<file path="src/hw/rtl/rcmr_pkg.sv">
// Shared constants for the rod cutting best-revenue block.
package rcmr_pkg;

    // Default sizing for the top-level and submodule parameters
    localparam int DEF_MAX_LENGTH  = 256;
    localparam int DEF_PRICE_WIDTH = 16;

    // Fixed field widths
    localparam int CFG_W = 9;
    localparam int REV_W = 24;

    // Revenue saturation ceiling
    localparam logic [REV_W-1:0] REV_MAX = {REV_W{1'b1}};

endpackage

</file>
<file path="src/hw/rtl/rcmr_front.sv">
// Front end: length register, price intake and load counting.
module rcmr_front
    import rcmr_pkg::*;
#(
    parameter int MAX_LENGTH  = DEF_MAX_LENGTH,
    parameter int PRICE_WIDTH = DEF_PRICE_WIDTH
) (
    input  logic                               aclk,
    input  logic                               aresetn,
    input  logic                               cfg_wr_en,
    input  logic [CFG_W-1:0]                   cfg_wr_data,
    input  logic                               s_tvalid,
    output logic                               s_tready,
    input  logic [PRICE_WIDTH-1:0]             s_price,
    output logic                               push_valid,
    input  logic                               push_ready,
    output logic [PRICE_WIDTH-1:0]             push_price,
    output logic [$clog2(MAX_LENGTH)-1:0]      push_addr,
    output logic                               push_last
);

    localparam int ADDR_W = $clog2(MAX_LENGTH);
    localparam int LEN_W  = $clog2(MAX_LENGTH + 1);

    logic [CFG_W-1:0]  rod_length_reg;
    logic [ADDR_W-1:0] load_count_reg;
    logic [ADDR_W-1:0] load_count_next;
    logic [31:0]       rod_wide;
    logic [LEN_W-1:0]  eff_len;
    logic              last_item;
    logic              xfer;

    // Effective length: zero counts as one, large values clip to the store depth
    always_comb begin
        rod_wide = 32'(rod_length_reg);
        if (rod_wide == 32'd0) begin
            eff_len = LEN_W'(1);
        end else if (rod_wide > 32'(MAX_LENGTH)) begin
            eff_len = LEN_W'(MAX_LENGTH);
        end else begin
            eff_len = rod_wide[LEN_W-1:0];
        end
    end

    assign xfer      = s_tvalid && s_tready;
    assign last_item = (LEN_W'(load_count_reg) + LEN_W'(1)) == eff_len;

    // Classified item toward the queue
    assign s_tready   = push_ready;
    assign push_valid = s_tvalid;
    assign push_price = s_price;
    assign push_addr  = load_count_reg;
    assign push_last  = last_item;

    always_comb begin
        load_count_next = load_count_reg;
        if (cfg_wr_en) begin
            load_count_next = '0;
        end else if (xfer) begin
            load_count_next = last_item ? '0 : load_count_reg + ADDR_W'(1);
        end
    end

    // Length register and load counter; a length write restarts the load
    always_ff @(posedge aclk) begin
        if (!aresetn) begin
            rod_length_reg <= CFG_W'(1);
            load_count_reg <= '0;
        end else begin
            if (cfg_wr_en) begin
                rod_length_reg <= cfg_wr_data;
            end
            load_count_reg <= load_count_next;
        end
    end

endmodule

</file>
<file path="config.mk">
export PLATFORM = sky130hd
export DESIGN_NAME = rcmr_front
export DESIGN_NICKNAME = d
export VERILOG_FILES = /design/src/hw/rtl/rcmr_pkg.sv /design/src/hw/rtl/rcmr_front.sv
export SDC_FILE = /design/constraint.sdc
export NUM_CORES = 1
export LEC_CHECK = 0
export ABC_AREA = 1
export BUFFER_PORTS_ARGS = -buffer_cell sky130_fd_sc_hd__clkbuf_2
export CAP_MARGIN = 5
export CORE_MARGIN = 5
export CORE_UTILIZATION = 45
export DETAILED_ROUTE_END_ITERATION = 6
export MAX_ROUTING_LAYER = met4
export PLACE_DENSITY = 0.75
export SETUP_SLACK_MARGIN = 0.4
export SYNTH_ARGS = -nofsm -noshare
export SYNTH_HDL_FRONTEND = slang
export SYNTH_SLANG_ARGS = --single-unit
</file>
<file path="constraint.sdc">
create_clock -name aclk -period 2 [get_ports aclk]
set_input_delay 0.4 -clock aclk [delete_from_list [all_inputs] [get_ports aclk]]
set_output_delay 0.4 -clock aclk [all_outputs]
set_load 0.1 [all_outputs]
</file>
After elaboration in Yosys (flattened, before gate mapping) --
Cells that the tools add are included.
Word-level totals: bits in registers 17, bits of input ports 30, output and inout port bits 27, word-level logic and storage cells 13
Operators by class: add/sub/neg operators 2, order comparisons 1, equal/unequal tests 1, multiplexer cells 3, bitwise gates (word level) 1, reduce and logical (&&, ||, !) cells 3
Operators by type and width (count):
- $mux 9 | 2
- $add 8x1->9 const B | 1
- $eq 9x9->1 | 1
- $gt 9x9->1 const B | 1
- $logic_not 9->1 | 1
- $add 8x1->8 const B | 1
- $mux 8 | 1
- $reduce_or 2->1 | 1
- $logic_and 1x1->1 | 1
- $not 1->1 | 1

Logic depth before layout (Yosys ltp) --
depth after elaboration 5, depth in mapped cells 12, mapped depth without buffers 12

Worst setup path before layout --
OpenSTA, ideal clock, no wires.
path kind flip-flop to output port, from register load_count_reg[0], in the netlist push_addr[0], to output push_last, arrival 2555 ps, data required time 1600 ps, path slack -955 ps, cell stages (with the launch flop) 12, buffers on the path 0, path through dfxtp_1 -> ha_1 -> nand2_2 -> nor2_4 -> xor2_2 -> inv_1 -> nand2_1 -> nand2_1 -> nand2_1 -> nor2_2 -> nand3_4 -> inv_2
On the way: cells in the longest elaborated chain, start to end 2
Ends and longest elaborated chain:
- from (decl) | line rcmr_front.sv:26 | logic [ADDR_W-1:0] load_count_reg;
- from (signal assigned) | line rcmr_front.sv:73 | load_count_reg <= load_count_next;
- $add 8x1->9 | line rcmr_front.sv:46 | assign last_item = (LEN_W'(load_count_reg) + LEN_W'(1)) == eff_len;
- $eq 9x9->1 | line rcmr_front.sv:46
- to (decl) | line rcmr_front.sv:19 | output logic push_last
No other way between the ends.

Final worst setup path --
from register load_count_reg[1], in the netlist push_addr[1], to output push_last
Same word-level chain as after synthesis.

==> flow_summary.ini <==
[status]
status = finished, violations left
violations = negative setup slack

[final_layout]
final_layout_size_suffix_gt1_share_pct = 30.0
area_growth_pct = 11.6
layout_commonest_cell = nand2_1
final_cells = 230
final_cell_mix = 56 x nand2_1, 27 x nor2_1, 20 x clkbuf_2, 12 x inv_1, 12 x nand3_1
final_nets = 232
final_util_pct = 53.2
n_antenna_cell = 0
largest_register_ffs = 9

[timing]
fin_crit_sh_pct = 112
finalMaxSlewViolations = 0
fin_skew_ns = 0.00384
fin_crit_ns = 2.24
tightest_slew_ns = 0.543
grt_setup_unrepaired = true
slew_headroom_pct = 64.0
finalWorstSetupSlack_ns = -0.241
fmax_ghz = 0.446
hold_viol = 0
tns_ns = -0.241
setup_viol_count_final = 1

[placement]
io_buffers = 24
place_congestion = 0.866
dpl.cell_count = 223
dp_hpwl_um = 1910
pre_cts_ws_ns = 0.0427

[yosys]
synth_xor_area_share_pct = 4.16
synth_fa_ha_area_share_pct = 1.04
synth_area_sq_um = 1200
muxShareOfSynthArea_pct = 0
synth_top_family_by_area = simple AND/OR/NAND/NOR gates
ys_types = 20
synth_nets = 220
synth-simple-area-share_pct = 40.6
synth-seq-area-share_pct = 28.3
yosysWarnings = 0
synth-compound-area-share_pct = 8.74
postSynthCellCount = 189
syn_area_per_cell_sq_um = 6.36
synth.ff_latch_count = 17

[critical_path]
path_max_fanout = 4
critPathKind = register to primary output
r2r_cells = 13
r2r_start = push_addr[1]$_SDFFE_PP0P_
r2r-end = push_addr[6]$_SDFFE_PP0P_
cp.required_ns = 1.60
arrival_ns = 1.84
cp-end-kind = primary output
startpoint_type = register
ff2ff_setup_slack_ns = 0.17

[clock_tree]
clock-sinks = 17
clk_pin_slew_ns = 0.10
htree_levels = 1
cts_tree = done
clkLatencyLatePin_ns = 0.29
cts_root_buf = clkbuf_4
numCtsBuffers = 3
clockBufferDepth = 2
postCtsHoldBufs = 0

[global_routing]
grt_start_max_net_pins = 17
grt_antenna_before_repair = 0
grt_pass1_vias = 1021
grt_util_all_layers_pct = 15.0
grt_pass1_wl_um = 4210
overflow = 0

[worst_hold_path]
worstHoldPathCells = 3
min_to = rod_length_reg[0]$_SDFFE_PN1P_
hold_path.class = input port to register
hold_path.startpoint = cfg_wr_data[0]

[power_and_ir_drop]
powerDensity_nw_per_um2 = 535
power_mw = 0.717
ir_worst_vdd_uv = 456
p_leak_nw = 0.606

[die]
fp.coreArea_sq_um = 2520
die_w_um = 61.7
initial_core_util_pct = 47.7
rows = 18
die_area_sq_um = 3810
ios = 57
die_h_um = 61.7

[routing]
ant_nets = 0
firstDrtPassIters = 4
drt-vias-per-instance = 4.88
vias = 1123
post_drt_wl_per_cell_um = 10.5
drc_errors = 0
routed_wl_um = 2410
first_iter_violations = 22

[job]
maxCapViolCount = 0
[per-layer routing]
| layer | part of all wire (%) | global-route usage [%] | vias up |
|---|---|---|---|
| met3 | 6.5 | 3.72 | 4 |
| met2 | 47 | 23.0 | 36 |
| met5 | 0 | - | - |
| met1 | 46 | 19.7 | 491 |
| li1 | - | - | 592 |
| met4 | 0.95 | 4.24 | 0 |
[power breakdown]
group | leakage (nW) | internal (mW) | total [mW] | switching [mW]
Sequential | 0.145 | 0.346 | 0.357 | 0.0116
Clock | 0.0150 | 0.0776 | 0.188 | 0.111
Combinational | 0.446 | 0.0597 | 0.171 | 0.111
Total | 0.606 | 0.483 | 0.717 | 0.234
[area by class of cell]
| cell class | count | area (sq um) |
|---|---|---|
| sequential | 17 | 363 |
| tap | 30 | 37.5 |
| clock buffer | 4 | 26.3 |
| fill | 247 | 1180 |
| inverter | 16 | 67.6 |
| timing repair buffer | 28 | 174 |
| multi-input combinational | 135 | 673 |
[through the flow]
| stage | instance area, sq um | hold slack [ns] |
|---|---|---|
| 2_1_floorplan | 1250 | 0.452 |
| 3_3_place_gp | 1280 | 0.476 |
| 3_5_place_dp | 1280 | 0.476 |
| 4_1_cts | 1330 | 0.302 |
| 5_1_grt | 1340 | 0.319 |
| 6_report | 1340 | 0.312 |
[worst max-delay path: stages, from the launching register on]
cell and delay (ns):
dfxtp_4 0.39, ha_4 0.15, nand2_4 0.06, nor2_4 0.12, xor2_2 0.16, nand2_1 0.06, nand2_1 0.06, nand2_1 0.05
nor2_2 0.14, nand3_4 0.12, inv_8 0.07, buf_12 0.16
[repair_timing]
action                     in CTS  in global routing
setup endpoints to repair       9                 10
buffers inserted                2                  1
pin swaps                       1                  0
gates resized for setup         2                  2
[synthesized netlist by cell type]
| library cell | n | area, sq um |
|---|---|---|
| nand2_1 | 56 | 210 |
| nor2_1 | 27 | 101 |
| buf_4 | 18 | 135 |
| dfxtp_1 | 17 | 340 |
| inv_1 | 12 | 45.0 |
| nand3_1 | 12 | 60.1 |
| a21oi_1 | 11 | 55.1 |
| o21ai_0 | 8 | 40.0 |
| nor2_2 | 5 | 31.3 |
| inv_2 | 4 | 15.0 |
| nand2_2 | 4 | 25.0 |
| clkbuf_1 | 3 | 11.3 |
| nand3_2 | 2 | 20.0 |
| nor2_4 | 2 | 22.5 |
| o21ai_1 | 2 | 10.0 |
| xor2_2 | 2 | 32.5 |
| ha_1 | 1 | 12.5 |
| nand3_4 | 1 | 17.5 |
| xnor2_1 | 1 | 8.76 |
| xor2_1 | 1 | 8.76 |
[cell families (layout without fill, tap and decap cells)]
kind of cell / after synthesis / count (layout)
AND/OR/NAND/NOR: 109 / 109
buffers and inverters: 37 / 48
AO/OA/AOI/OAI: 21 / 21
flip-flops: 17 / 17
XOR/XNOR: 4 / 4
adder cells (fa/ha/maj): 1 / 1
[worst max path at each step]
stage	end	start
after floorplan	push_last	push_addr[0]$_SDFFE_PP0P_
after global placement	push_last	push_addr[0]$_SDFFE_PP0P_
after detailed placement	push_last	push_addr[0]$_SDFFE_PP0P_
after CTS	push_last	push_addr[1]$_SDFFE_PP0P_
after global routing	push_last	push_addr[1]$_SDFFE_PP0P_
final	push_last	push_addr[1]$_SDFFE_PP0P_
Note: power is estimated with default switching activity, not from simulation.
