`src/hw/rtl/rcmr_queue.sv`:
```
// Two-entry queue between the front end and the solver.
module rcmr_queue #(
    parameter int DATA_W = 8
) (
    input  logic              aclk,
    input  logic              aresetn,
    input  logic              push_valid,
    output logic              push_ready,
    input  logic [DATA_W-1:0] push_data,
    output logic              pop_valid,
    input  logic              pop_ready,
    output logic [DATA_W-1:0] pop_data
);

    logic [DATA_W-1:0] entry_reg [2];
    logic              wr_ptr_reg;
    logic              rd_ptr_reg;
    logic [1:0]        count_reg;
    logic              do_push;
    logic              do_pop;

    assign push_ready = count_reg != 2'd2;
    assign pop_valid  = count_reg != 2'd0;
    assign pop_data   = entry_reg[rd_ptr_reg];
    assign do_push    = push_valid && push_ready;
    assign do_pop     = pop_valid && pop_ready;

    // Entry storage
    always_ff @(posedge aclk) begin
        if (do_push) begin
            entry_reg[wr_ptr_reg] <= push_data;
        end
    end

    // Pointers and fill level
    always_ff @(posedge aclk) begin
        if (!aresetn) begin
            wr_ptr_reg <= 1'b0;
            rd_ptr_reg <= 1'b0;
            count_reg  <= 2'd0;
        end else begin
            if (do_push) begin
                wr_ptr_reg <= ~wr_ptr_reg;
            end
            if (do_pop) begin
                rd_ptr_reg <= ~rd_ptr_reg;
            end
            if (do_push && !do_pop) begin
                count_reg <= count_reg + 2'd1;
            end else if (do_pop && !do_push) begin
                count_reg <= count_reg - 2'd1;
            end
        end
    end

endmodule

```
`config.mk`:
```
export PLATFORM = sky130hd
export DESIGN_NAME = rcmr_queue
export DESIGN_NICKNAME = d
export VERILOG_FILES = /design/src/hw/rtl/rcmr_queue.sv
export SDC_FILE = /design/constraint.sdc
export NUM_CORES = 1
export LEC_CHECK = 0
export ABC_AREA = 1
export BUFFER_PORTS_ARGS = -buffer_cell sky130_fd_sc_hd__buf_4
export CAP_MARGIN = 20
export CORE_ASPECT_RATIO = 0.6
export CORE_MARGIN = 3
export CORE_UTILIZATION = 35
export DETAILED_ROUTE_END_ITERATION = 12
export MAX_ROUTING_LAYER = met4
export SKIP_LAST_GASP = 1
export SYNTH_ARGS = -nofsm -noshare
export SYNTH_HDL_FRONTEND = slang
export SYNTH_SLANG_ARGS = --single-unit
```
`constraint.sdc`:
```
create_clock -name aclk -period 1.8 [get_ports aclk]
set_clock_uncertainty 0.15 [all_clocks]
set_input_delay 0.18 -clock aclk [delete_from_list [all_inputs] [get_ports aclk]]
set_output_delay 0.18 -clock aclk [all_outputs]
set_load 0.02 [all_outputs]
```
**Word level (Yosys, flattened, before mapping)**

Memory sizes are Yosys's and may differ from the RTL's. A register that Yosys moved wholly into a read port is not among the register bits.
Cells that the tools add are included.

- Output and inout port bits: 10
- Logic and storage cells: 23
- Input port bits: 12
- Memories: 1
- Memory bits (writable): 16
- Flip-flop bits (word level): 4

- Bitwise operators: 2
- Equality and inequality tests: 1
- $add $sub $neg: 2
- Reductions and logical operators: 8
- Muxes and demuxes: 6

Memories:

| name | words | width | read ports | clocked after memory_dff | write ports | line | source |
|---|---|---|---|---|---|---|---|
| entry_reg | 2 | 8 | 1 | 1 | 1 | 15 | `logic [DATA_W-1:0] entry_reg [2];` |

Operator list:

| cell | number |
|---|---|
| $logic_and 1x1->1 | 4 |
| $mux 1 | 4 |
| $mux 2 | 2 |
| $reduce_bool 2->1 | 2 |
| $add 2x1->2 const B | 1 |
| $logic_not 1->1 | 2 |
| $ne 2x2->1 const B | 1 |
| $not 1->1 | 2 |
| $sub 2x1->2 const B | 1 |

**Logic depth before layout (Yosys ltp)**

Gate-level depths: netlist (run 1).

- Depth in word-level cells: 6
- Gate-level depth with buffers: 11
- Mapped depth without buffers: 11

**Worst setup path before layout (run 1)**

OpenSTA, ideal clock, no wires.

- Path type: reg-to-reg
- Start point: register count_reg[0]
- End point: memory entry_reg[1][0], enable pin
- Slack: 0.303 ns
- Required time: 1.280 ns
- Clock period less this slack: 1.497 ns
- Cell stages (with the launch flop): 5
- Path buffers: 0
- Setup time: 0.370 ns
- Arrival: 0.977 ns
- Cell sequence: dfxtp_1 -> inv_2 -> nand2_4 -> nand2_4 -> nor2_1

- Cells in the longest elaborated chain, start to end: 4

RTL lines:

| element | line | source |
|---|---|---|
| start: declaration | 18 | `logic [1:0] count_reg;` |
| start signal: assignment | 49 | `count_reg <= count_reg + 2'd1;` |
| start signal: assignment | 51 | `count_reg <= count_reg - 2'd1;` |
| $ne 2x2->1 | 22 | `assign push_ready = count_reg != 2'd2;` |
| via push_ready | 8 | `output logic push_ready,` |
| $logic_and 1x1->1 | 25 | `assign do_push = push_valid && push_ready;` |
| $mux 1 | 30 | `if (do_push) begin` |
| $mux 1 (implied by the code) | 31 | `entry_reg[wr_ptr_reg] <= push_data;` |
| end: declaration | 15 |  |

The timed path passes the listed nets, and every way through them passes these cells.

==> summary.md, run 1 <==
| Metric | Value |
|---|---|
| Startpoint types | `flip-flop` |
| Die area | `around 3000 um^2` |
| Max reg flops | `16` |
| H-tree depth | `1` |
| Proportion of layout cells with a drive suffix above 1 | `42.9%` |
| Post-cts gate resize count | `0` |
| Max-cap violations | `0` |
| Max IR drop VDD | `~0.56 mV` |
| Relative slew slack | `about three quarters` |
| CTS tree | `built` |
| Hold Buf Count CTS | `8` |
| Logic pwr share | `a little over a third` |
| Largest net degree at the start of global routing | `12` |
| Final setup vio count | `0` |
| Setup repair bufs after CTS | `0` |
| Fin util | `a little over half` |
| Most used DFF post-synth | `edfxtp_1` |
| Vias in the first global route | `around 490` |
| Final WL | `between 1000 and 1500 um` |
| Distinct cells, synth | `18` |
| Total Routing Usage GR | `roughly a tenth` |
| Share of power burned in registers | `between 40% and 50%` |
| Drt via density | `approximately 4.1` |
| I/O pin count | `22` |
| Post-synth EDFFs | `16` |
| Max-slew violation count | `0` |
| Cts bufs inserted | `3` |
| Synth Instances | `just over 60` |
| Sw frac | `32.0%` |
| Min Clock Period, post-route | `between 1.5 and 2 ns` |
| Most common cell in the netlist | `edfxtp_1` |
| DRC | `0` |
| Final hold vios | `0` |
| CP endpoint kind | `output pin` |
| Area leader, netlist | `edfxtp_1` |
| CTS root buf | `clkbuf_8` |
| Clock power frac | `19.2%` |
| P_sw | `492 uW` |
| Antenna viol nets, final | `0` |
| Ant diodes | `0` |
| Final period util | `between 90 and 100%` |
| Crit Path Class | `flip-flop to output pin` |
| Syn nets | `75` |
| Worst hold path class | `input pin to flip-flop` |
| Nets | `about 110` |
| Post-Syn Area | `between 800 and 900 um^2` |
| Int Power | `1.04 mW` |
| Synth area leaders | `edfxtp_1 (57%), dfxtp_1 (12%), mux2_2 (11%)` |
| Clk_lat worst skew | `0.25 ns` |
| Slew @ Worst Pin | `around 0.38 ns` |
| Post-synth top cells | `edfxtp_1 (16), mux2_2 (8), nor2_1 (8)` |
| Max Clock Freq | `597 MHz` |
| Warning count from the yosys run | `0` |
| RSZ-0062 raised after global routing | `no` |
| Initial antenna violation count | `0` |
| Pleak | `around 0.49 nW` |
| Clock Path Buffers | `2` |
| Gpl congestion | `between 0.7 and 0.8` |
| CTS sink count | `21` |
| FFs w/ async S/R, synth | `0%` |
| Register area share after synthesis | `a little over two thirds` |
| Via count | `about 530` |
| P per Cell Area | `around 1300 nW/um^2` |
| Routed wire per std cell | `just over 10 um` |
| Status | `finished clean` |
| Crit path DAT | `about 1.4 ns` |
| Setup TNS | `0 ns` |
| Global-route wire length before repair | `2090 um` |
| CP max FO | `8` |
| Initial core utilization | `a little under two fifths` |
| # port buffers | `21` |
| Cell row count | `13` |
| Critical path required time | `around 1.5 ns` |
| Core Region | `~2200 um^2` |
| Die width | `about 69 um` |
| Synth Register Bits | `21` |
| Grt ovf | `0` |
| Worst-path clk slew | `around 0.07 ns` |
| Drt initial violations | `5` |
| Area growth syn-to-layout | `41.3%` |
| Die height | `around 44 um` |
| Share of Yosys cell area claimed by the top area cell type | `57.5%` |
| Avg Inst Size Synth | `approximately 13 um^2` |
| DR pass1 iterations | `2` |
-- cell usage in the layout (no fill, tap or decap), types with 2 or more instances in the layout --
cell and instances:
nand2_4 2, nand2_1 6, edfxtp_1 16, dfxtp_1 5, inv_1 6, clkbuf_8 3, mux2_2 8, buf_4 25
nor2_1 8, dlygate4sd3_1 8
-- kinds of logic after synthesis --
kind of cell,Yosys count,synth area share [%]
compound gates,4,2.84
fa+ha+maj,1,1.50
buf+inv,9,4.34
flops,21,69.5
mux,8,10.8
simple gates,19,11.1
-- metrics by stage --
stage               std cells  power [mW]  hold slack, ns  area [um^2]  worst slack (ns)
floorplan                  62        1.04           0.129          836             0.303
global placement          116        1.24           0.216         1060             0.350
detailed placement        116        1.25           0.218         1060             0.321
CTS                       128        1.56          0.0264         1180            0.0728
global route              128        1.64          0.0337         1180            0.0458
finish                    128        1.53          0.0298         1180             0.124
-- power by group through the flow --
stage / logic (mW) / clock network, mW / registers (mW)
finish: 0.557 / 0.294 / 0.682
global route: 0.620 / 0.332 / 0.691
CTS: 0.569 / 0.305 / 0.685
global placement: 0.546 / 0 / 0.691
detailed placement: 0.552 / 0 / 0.695
floorplan: 0.371 / 0 / 0.665
-- final timing paths --
kind	end	depth (start not counted)	start	slack [ns]
worst min-delay path	count_reg[1]$_SDFFE_PN0P_	3	aresetn	0.03
worst max register to register	count_reg[1]$_SDFFE_PN0P_	10	count_reg[0]$_SDFFE_PN0P_	0.31
worst min register to register	flip-flop	2	rd_ptr_reg$_SDFFE_PN0P_	0.35
worst max-delay path	pop_data[6]	2	flip-flop	0.12
-- layer usage --
| metal | vias up | routed length [um] | global-route usage, % |
|---|---|---|---|
| li1 | 283 | - | - |
| met3 | 0 | 85 | 4.86 |
| met4 | 0 | 0 | 3.50 |
| met2 | 14 | 616 | 14.6 |
| met1 | 229 | 593 | 10.9 |
| met5 | - | 0 | - |
-- worst max-delay path: stages (launching register included) --
cell and delay [ns]:
dfxtp_1 0.55, mux2_2 0.38, buf_4 0.16
-- layout make-up --
type,count,area (um^2)
Clock buffer,4,45.0
Inverter,8,31.3
Tap cell,30,37.5
Fill cell,204,1030
Timing Repair Buffer,33,268
Sequential cell,21,581
Multi-Input combinational cell,32,219
Note: power is estimated with default switching activity, not from simulation.
==> run 2: changes to the inputs <==
--- a/config.mk
+++ b/config.mk
@@ -13,6 +13,7 @@
 export CORE_UTILIZATION = 35
 export DETAILED_ROUTE_END_ITERATION = 12
 export MAX_ROUTING_LAYER = met4
+export PLACE_DENSITY_LB_ADDON = 0.3
 export SKIP_LAST_GASP = 1
 export SYNTH_ARGS = -nofsm -noshare
 export SYNTH_HDL_FRONTEND = slang
==> run 2 against run 1 <==
  * Combinational power decreased by 3%
  * Clock power decreased by 1%
  * Utilization decreased by 0.68 points
  * Largest cell class unchanged
  * Fmax decreased by 0.67%
  * Setup slack got worse by 0.011 ns
  * Die area unchanged
  * Global-route usage increased by 0.79 points
  * Hold slack improved by 0.0026 ns
  * First-iteration DRC count unchanged
  * Clock-buffer cell count unchanged
==> summary.md, run 2 (synthesized netlist as in run 1, its figures left out) <==
| Metric | Value |
|---|---|
| CP delay by family, top | `flip-flops` |
| RSZ-0062 raised after global routing | `no` |
| Die width | `between 60 and 70 um` |
| Antenna viol nets, final | `0` |
| Initial antenna violation count | `0` |
| Max reg flops | `16` |
| Startpoint types | `flip-flop` |
| FF/Latch Area | `between 500 and 600 um^2` |
| Worst hold path class | `input pin to flip-flop` |
| Pleak | `~0.48 nW` |
| Crit path DAT | `1.36 ns` |
| FF-to-FF Start | `count_reg[0]$_SDFFE_PN0P_` |
| Crit Path Class | `flip-flop to output pin` |
| Crit path to | `pop_data[1]` |
| Drt via density | `4.17` |
| Setup repair bufs after CTS | `0` |
| CP endpoint kind | `output pin` |
| P per Cell Area | `1300 nW/um^2` |
| Critical path required time | `about 1.5 ns` |
| CTS tree | `built` |
| Core Region | `between 2000 and 2500 um^2` |
| Post-cts gate resize count | `0` |
| Min Clock Period, post-route | `approximately 1.7 ns` |
| Total Routing Usage GR | `about a tenth` |
| DR pass1 iterations | `3` |
| Final period util | `93.7%` |
| FF-to-FF End | `count_reg[1]$_SDFFE_PN0P_` |
| I/O pin count | `22` |
| Global-route wire length before repair | `approximately 2200 um` |
| R2R Setup Slk | `about 0.30 ns` |
| Cell row count | `13` |
| Critical-path top delay cell | `dfxtp_1` |
| Cts bufs inserted | `3` |
| Max Clock Freq | `between 500 and 600 MHz` |
| Status | `finished clean` |
| Setup TNS | `0 ns` |
| Relative slew slack | `approximately three quarters` |
| Final setup vio count | `0` |
| Clk_lat worst skew | `0.26 ns` |
| Final Instance Count excl. Fillers | `126` |
| Ant diodes | `0` |
| DRC | `0` |
| Levels on crit path | `2` |
| Most common cell after layout, fill and taps aside | `buf_4` |
| CTS root buf | `clkbuf_8` |
| Final WL | `1300 um` |
| Nets | `110` |
| Drt initial violations | `5` |
| H-tree depth | `1` |
| Worst Path Buf+Inv | `1` |
| Die area | `approximately 3000 um^2` |
| Max IR drop VDD | `0.577 mV` |
| Hold Buf Count CTS | `8` |
| Worst-path clk slew | `around 0.070 ns` |
| Total placed cells including tap cells | `around 110` |
| Via count | `526` |
| Vias in the first global route | `514` |
| Slew @ Worst Pin | `0.388 ns` |
| Grt ovf | `0` |
| Most frequent cells in the layout | `buf_4 (23), edfxtp_1 (16), mux2_2 (8), nor2_1 (8), dlygate4sd3_1 (8)` |
| Area of the multi-input gates | `around 220 um^2` |
| CP max FO | `8` |
| DP HPWL | `about 970 um` |
| Max-cap violations | `0` |
| R2R depth | `10` |
| CTS sink count | `21` |
| Area growth syn-to-layout | `39.5%` |
| Design Power | `approximately 1.5 mW` |
| Largest net degree at the start of global routing | `12` |
| # port buffers | `21` |
| Final hold vios | `0` |
| Routed wire per std cell | `10.3 um` |
| Initial core utilization | `a little under two fifths` |
| Critical path cell sequence | `mux2_2 > buf_4` |
| CP peak stage delay | `between 0.5 and 0.6 ns` |
| Min-Delay Path Depth | `3` |
| Die height | `43.9 um` |
| Gpl congestion | `around 0.8` |
| Fin util | `about 53%` |
| FILL cells | `approximately 210` |
| Clock Path Buffers | `2` |
| Max-slew violation count | `0` |
| Proportion of layout cells with a drive suffix above 1 | `a little over two fifths` |
## run 2: through the flow
step           hold slack (ns)  instance area [um^2]  setup WS [ns]
3_5_place_dp             0.218                  1040          0.286
3_3_place_gp             0.216                  1040          0.353
6_report                0.0324                  1170          0.113
4_1_cts                 0.0260                  1170          0.101
5_1_grt                 0.0384                  1170         0.0255
2_1_floorplan            0.129                   836          0.303
## run 2: worst min path at each step
| stage | start | slack (ns) | endpoint |
|---|---|---|---|
| floorplan | push_data[0] | 0.13 | entry_reg[0][0]$_DFFE_PP_ |
| global placement | push_data[6] | 0.22 | entry_reg[0][6]$_DFFE_PP_ |
| detailed placement | push_data[0] | 0.22 | entry_reg[0][0]$_DFFE_PP_ |
| CTS | aresetn | 0.03 | count_reg[1]$_SDFFE_PN0P_ |
| global route | aresetn | 0.04 | count_reg[1]$_SDFFE_PN0P_ |
| finish | aresetn | 0.03 | count_reg[1]$_SDFFE_PN0P_ |
## run 2: power by group
| part | total (mW) | leakage (nW) | switching, mW | internal, mW |
|---|---|---|---|---|
| logic | 0.543 | 0.267 | 0.288 | 0.255 |
| clock network | 0.290 | 0.0228 | 0.133 | 0.157 |
| registers | 0.684 | 0.191 | 0.0652 | 0.619 |
| total | 1.52 | 0.480 | 0.486 | 1.03 |
## run 2: cell type report
| cell class | instances | area share, % |
|---|---|---|
| Sequential cell | 21 | 49.8 |
| Timing Repair Buffer | 31 | 21.7 |
| Multi-Input combinational cell | 32 | 18.8 |
| Clock buffer | 4 | 3.86 |
| Tap cell | 30 | 3.22 |
| Inverter | 8 | 2.68 |
## run 2: worst register-to-register path: stages (launching register included)
cell and delay [ns]:
dfxtp_1 0.35, inv_2 0.10, nand2_4 0.06, nand2_4 0.07
clkinv_2 0.05, ha_1 0.28, inv_1 0.10, nand3_1 0.08
nand2_1 0.07, inv_1 0.04, nor2_1 0.09
## run 2: metal layers
metal	vias up	routed length (um)	GRT usage [%]
li1	277	-	-
met2	13	625	16.9
met1	233	571	10.8
met5	-	0	-
met4	0	23	4.67
met3	3	83	5.09
